--- src/rtl/core/steering_torque_split_macros.svh ---
// assertion macros shared by the steering torque split rtl
`ifndef STEERING_TORQUE_SPLIT_MACROS_SVH
`define STEERING_TORQUE_SPLIT_MACROS_SVH

// same-cycle implication, checked outside reset
`define STS_ASSERT_NOW(name, clk, rst_n, ante, cons, msg) \
    name: assert property (@(posedge clk) disable iff (!rst_n) (ante) |-> (cons)) \
        else $error(msg);

// next-cycle implication, checked outside reset
`define STS_ASSERT_NEXT(name, clk, rst_n, ante, cons, msg) \
    name: assert property (@(posedge clk) disable iff (!rst_n) (ante) |=> (cons)) \
        else $error(msg);

`endif

--- src/rtl/core/sts_div.sv ---
// pipelined restoring divider, one quotient bit per stage
module sts_div #(
    parameter int NW = 31,
    parameter int DW = 15,
    parameter int QW = 17
) (
    input  logic          i_clk,
    input  logic          i_en,
    input  logic [NW-1:0] i_num,
    input  logic [DW-1:0] i_den,
    output logic [QW-1:0] o_quo
);

    localparam int W = DW + QW;

    logic [NW-1:0] r_n [QW-1];
    logic [DW-1:0] r_d [QW-1];
    logic [QW-1:0] r_q [QW];

    for (genvar k = 0; k < QW; k++) begin : g_stg
        logic [NW-1:0] w_ni;
        logic [DW-1:0] w_di;
        logic [QW-1:0] w_qi;
        logic [W-1:0]  w_sh;
        logic [W-1:0]  w_nx;
        logic [W-1:0]  w_df;
        logic          w_ge;

        if (k == 0) begin : g_first
            assign w_ni = i_num;
            assign w_di = i_den;
            assign w_qi = '0;
        end else begin : g_next
            assign w_ni = r_n[k-1];
            assign w_di = r_d[k-1];
            assign w_qi = r_q[k-1];
        end

        assign w_sh = W'(w_di) << (QW - 1 - k);
        assign w_nx = W'(w_ni);
        assign w_ge = (w_nx >= w_sh);
        assign w_df = w_nx - w_sh;

        always_ff @(posedge i_clk) begin
            if (i_en) begin
                r_q[k] <= w_ge ? (w_qi | (QW'(1) << (QW - 1 - k))) : w_qi;
            end
        end

        if (k < QW - 1) begin : g_keep
            always_ff @(posedge i_clk) begin
                if (i_en) begin
                    r_n[k] <= w_ge ? w_df[NW-1:0] : w_ni;
                    r_d[k] <= w_di;
                end
            end
        end
    end

    assign o_quo = r_q[QW-1];

endmodule

--- config.mk ---
export PLATFORM = sky130hd
export DESIGN_NAME = sts_div
export DESIGN_NICKNAME = d
export VERILOG_FILES = /design/src/rtl/core/steering_torque_split_macros.svh /design/src/rtl/core/sts_div.sv
export SDC_FILE = /design/constraint.sdc
export NUM_CORES = 1
export LEC_CHECK = 0
export ABC_AREA = 1
export BUFFER_PORTS_ARGS = -buffer_cell sky130_fd_sc_hd__buf_2
export CAP_MARGIN = 20
export CORE_MARGIN = 3
export CORE_UTILIZATION = 50
export DETAILED_ROUTE_END_ITERATION = 16
export GPL_TIMING_DRIVEN = 0
export PLACE_DENSITY = 0.66
export SLEW_MARGIN = 15
export SYNTH_ARGS = -nofsm -noshare
export SYNTH_HDL_FRONTEND = slang
export SYNTH_SLANG_ARGS = --single-unit
--- constraint.sdc ---
create_clock -name i_clk -period 6.75 [get_ports i_clk]
set_input_delay 1.35 -clock i_clk [delete_from_list [all_inputs] [get_ports i_clk]]
set_output_delay 1.35 -clock i_clk [all_outputs]
set_load 0.005 [all_outputs]
==> flow_metrics.env <==
export IMPL_status="finished clean"
export IMPL_synth_nets=6555
export IMPL_antenna_found_initial=0
export IMPL_critical_path_buf_inv_count=4
export IMPL_place_area_um2=54900
export IMPL_ctsHoldBuffers=0
export IMPL_hold_ws_ns=0.410
export IMPL_ctsRootBufferMaster="clkbuf_16"
export IMPL_arrival_ns=3.24
export IMPL_path_cells="buf_8 > buf_16 > buf_16 > buf_16"
export IMPL_synth_seq_cells=889
export IMPL_die_w_um=330
export IMPL_grt_max_degree=117
export IMPL_cts_buffer_depth=3
export IMPL_ir_drop_mv=0.307
export IMPL_n_antenna_cell=0
export IMPL_numCtsBuffers=95
export IMPL_finalPower_mw=22.2
export IMPL_place_congestion=0.942
export IMPL_dieArea_um2=109000
export IMPL_grt_first_pass_wirelength_um=210000
export IMPL_synthToLayoutAreaGrowth_pct=10.6
export IMPL_final_cells=7862
export IMPL_cts_resized_gates=0
export IMPL_grt_setup_unrepaired="false"
export IMPL_finalSetupViolations=0
export IMPL_drt_iter0_markers=3454
export IMPL_initial_core_util_pct=50.6
export IMPL_cts_reportedPaths_clkPinSlew_ns=0.06
export IMPL_p_leak_nw=26.5
export IMPL_grt_overflow_total=0
export IMPL_vias=40600
export IMPL_cts_sinks=889
export IMPL_ant_nets=0
export IMPL_postLayoutCellArea_um2=58200
export IMPL_slew_violations=0
export IMPL_synth_edf_count=889
export IMPL_yosysWarnings=0
export IMPL_slowest_delay_ns=0.46
export IMPL_synthTopCellsByArea="edfxtp_1, nand2_1, inv_1"
export IMPL_via_per_inst=5.16
export IMPL_drc=0
export IMPL_fmax_ghz=0.341
export IMPL_startpoint_type="input pin"
export IMPL_setup_tns_ns=0
export IMPL_timing_critical_path_depth=4
export IMPL_async_flop_share_pct=0
export IMPL_wl_per_cell_um=17.3
export IMPL_finalWorstSetupSlack_ns=3.82
export IMPL_worst_slew_pin_slew_ns=0.729
export IMPL_placedCellCount=7689
export IMPL_postSynthAreaPerCell_um2=8.43
export IMPL_synth_top_area_cell="edfxtp_1"
export IMPL_worstPathRequired_ns=7.06
export IMPL_io_pins=65
export IMPL_worst_clock_skew_ns=0.0261
export IMPL_ys_flop_type="edfxtp_1"
export IMPL_synth_cell_type_count=44
export IMPL_timing_worst_setup_path_type="in2reg"
export IMPL_worstPathMaxFanout=110
export IMPL_hold_violations=0
export IMPL_synth_cells=6236
export IMPL_io_buffers=64
export IMPL_dp_hpwl_um=108000
export IMPL_pwr_density_cell_nw_per_um2=381
export IMPL_min_path_type="reg2reg"
export IMPL_pre_cts_ws_ns=3.13
export IMPL_ys_seq_area_share_pct=50.8
export IMPL_core_um2=104000
export IMPL_hold_path_depth=0
export IMPL_finalWirelength_um=136000
export IMPL_h_tree_depth=3
export IMPL_final_period_utilization_pct=43.4
export IMPL_rr_worst_depth=13
export IMPL_cts_tree="yes"
export IMPL_final_layout_size_suffix_gt1_share_pct=6.60
export IMPL_fin_nets=6725
export IMPL_grt_pass1_vias=38200
export IMPL_postCtsSetupRepairBufs=0
export IMPL_maxCapViolations=0
export IMPL_crit_slowest_cell="buf_16"
export IMPL_row_count=118
export IMPL_synth_area_um2=52600
export IMPL_min_period_ns=2.93
export IMPL_cpLargestDelayFamily="buffers and inverters"
export IMPL_clock_latency_ns=0.70
export IMPL_slew_headroom_pct=50.9
export IMPL_first_pass_iters=6
export IMPL_endpoint_kind="flop"
export IMPL_final_util_pct=56.0
export IMPL_die_h_um=330
export IMPL_synthDominantCellAreaShare_pct=50.8
export IMPL_track_usage_pct=24.8
export IMPL_worst_path_most_repeated_cell="buf_16"
kinds of logic (layout without fill, tap and decap cells):
group,after synthesis,after routing,share of synthesized area (%)
and+or+nand+nor,3419,3419,27.2
buffers and inverters,1068,1314,8.08
xor gates and xnor gates,158,158,2.63
AOI/OAI and AO/OA,431,431,4.66
adders and majority gates,271,271,6.67
DFF,889,889,50.8
layout by cell type, fill, tap and decap left out, types with 10 or more instances in the layout:
cell type and n:
nand3_1 414, inv_2 10, nor2_1 572, xor2_1 121, nand3b_1 51, o21ai_2 17
nor3_1 60, o21bai_1 14, clkinv_2 12, edfxtp_1 889, clkinv_1 20, clkbuf_1 11
nand3_2 10, ha_1 255, nand2_2 23, clkbuf_16 95, o21ai_0 94, nand4_1 96
a21oi_2 42, inv_1 1004, fa_1 16, or2_2 14, and2_1 11, nor2_2 23
a21oi_1 227, o21ai_1 22, bufinv_16 16, buf_2 75, buf_6 20, xnor2_1 37
nand2_1 2107, buf_4 19, nor4_1 11
area by class of cell:
| type | count | area (um^2) |
|---|---|---|
| Buffer | 51 | 428 |
| Clock buffer | 106 | 2420 |
| Clock inverter | 67 | 856 |
| Fill cell | 9554 | 45800 |
| Inverter | 1017 | 3820 |
| Multi-Input combinational cell | 4279 | 21700 |
| Sequential cell | 889 | 26700 |
| Tap cell | 1380 | 1730 |
| Timing Repair Buffer | 73 | 578 |
path summary, 6_finish.rpt:
| kind | end | slack [ns] | from |
|---|---|---|---|
| worst max-delay path | r_q[0][259] | 3.82 | i_en |
| worst min-delay path | r_q[0][271] | 0.41 | r_q[0][254] |
| worst max register to register | r_n[9][11] | 4.00 | r_n[8][7] |
| worst min register to register | r_q[0][271] | 0.41 | r_q[0][254] |
sequential cells by signal, indices dropped and copies added (netlist names):
| signal | count |
|---|---|
| r_d | 240 |
| r_q | 153 |
| r_n | 496 |
power breakdown:
part	total, mW	internal (mW)	leakage (nW)	switching (mW)
registers	8.40	7.53	8.57	0.874
clock network	5.47	3.22	1.58	2.25
logic	8.33	2.83	16.4	5.50
routing by layer:
metal / track usage [%] / share of wire, % / wire length (um) / vias to the layer above
li1: - / - / - / 20600
met5: 0 / 0 / 0 / -
met3: 2.58 / 4.4 / 5960 / 222
met4: 7.63 / 3.1 / 4270 / 0
met1: 32.4 / 43 / 58200 / 18700
met2: 43.7 / 50 / 67300 / 1019
cell usage after synthesis (all sizes together), types with 2 or more instances:
cell type / count
nand2: 2133
ha: 255
and2: 12
or2: 14
fa: 16
nor4: 11
o21bai: 14
nand3b: 52
edfxtp: 889
buf: 51
o211ai: 2
nor2: 601
a21oi: 269
nand4: 97
o21ai: 133
xor2: 121
o21a: 3
inv: 1016
nor3b: 2
nand3: 426
xnor2: 37
nor3: 66
a21o: 9
and3: 4
Note: power is estimated with default switching activity, not from simulation.
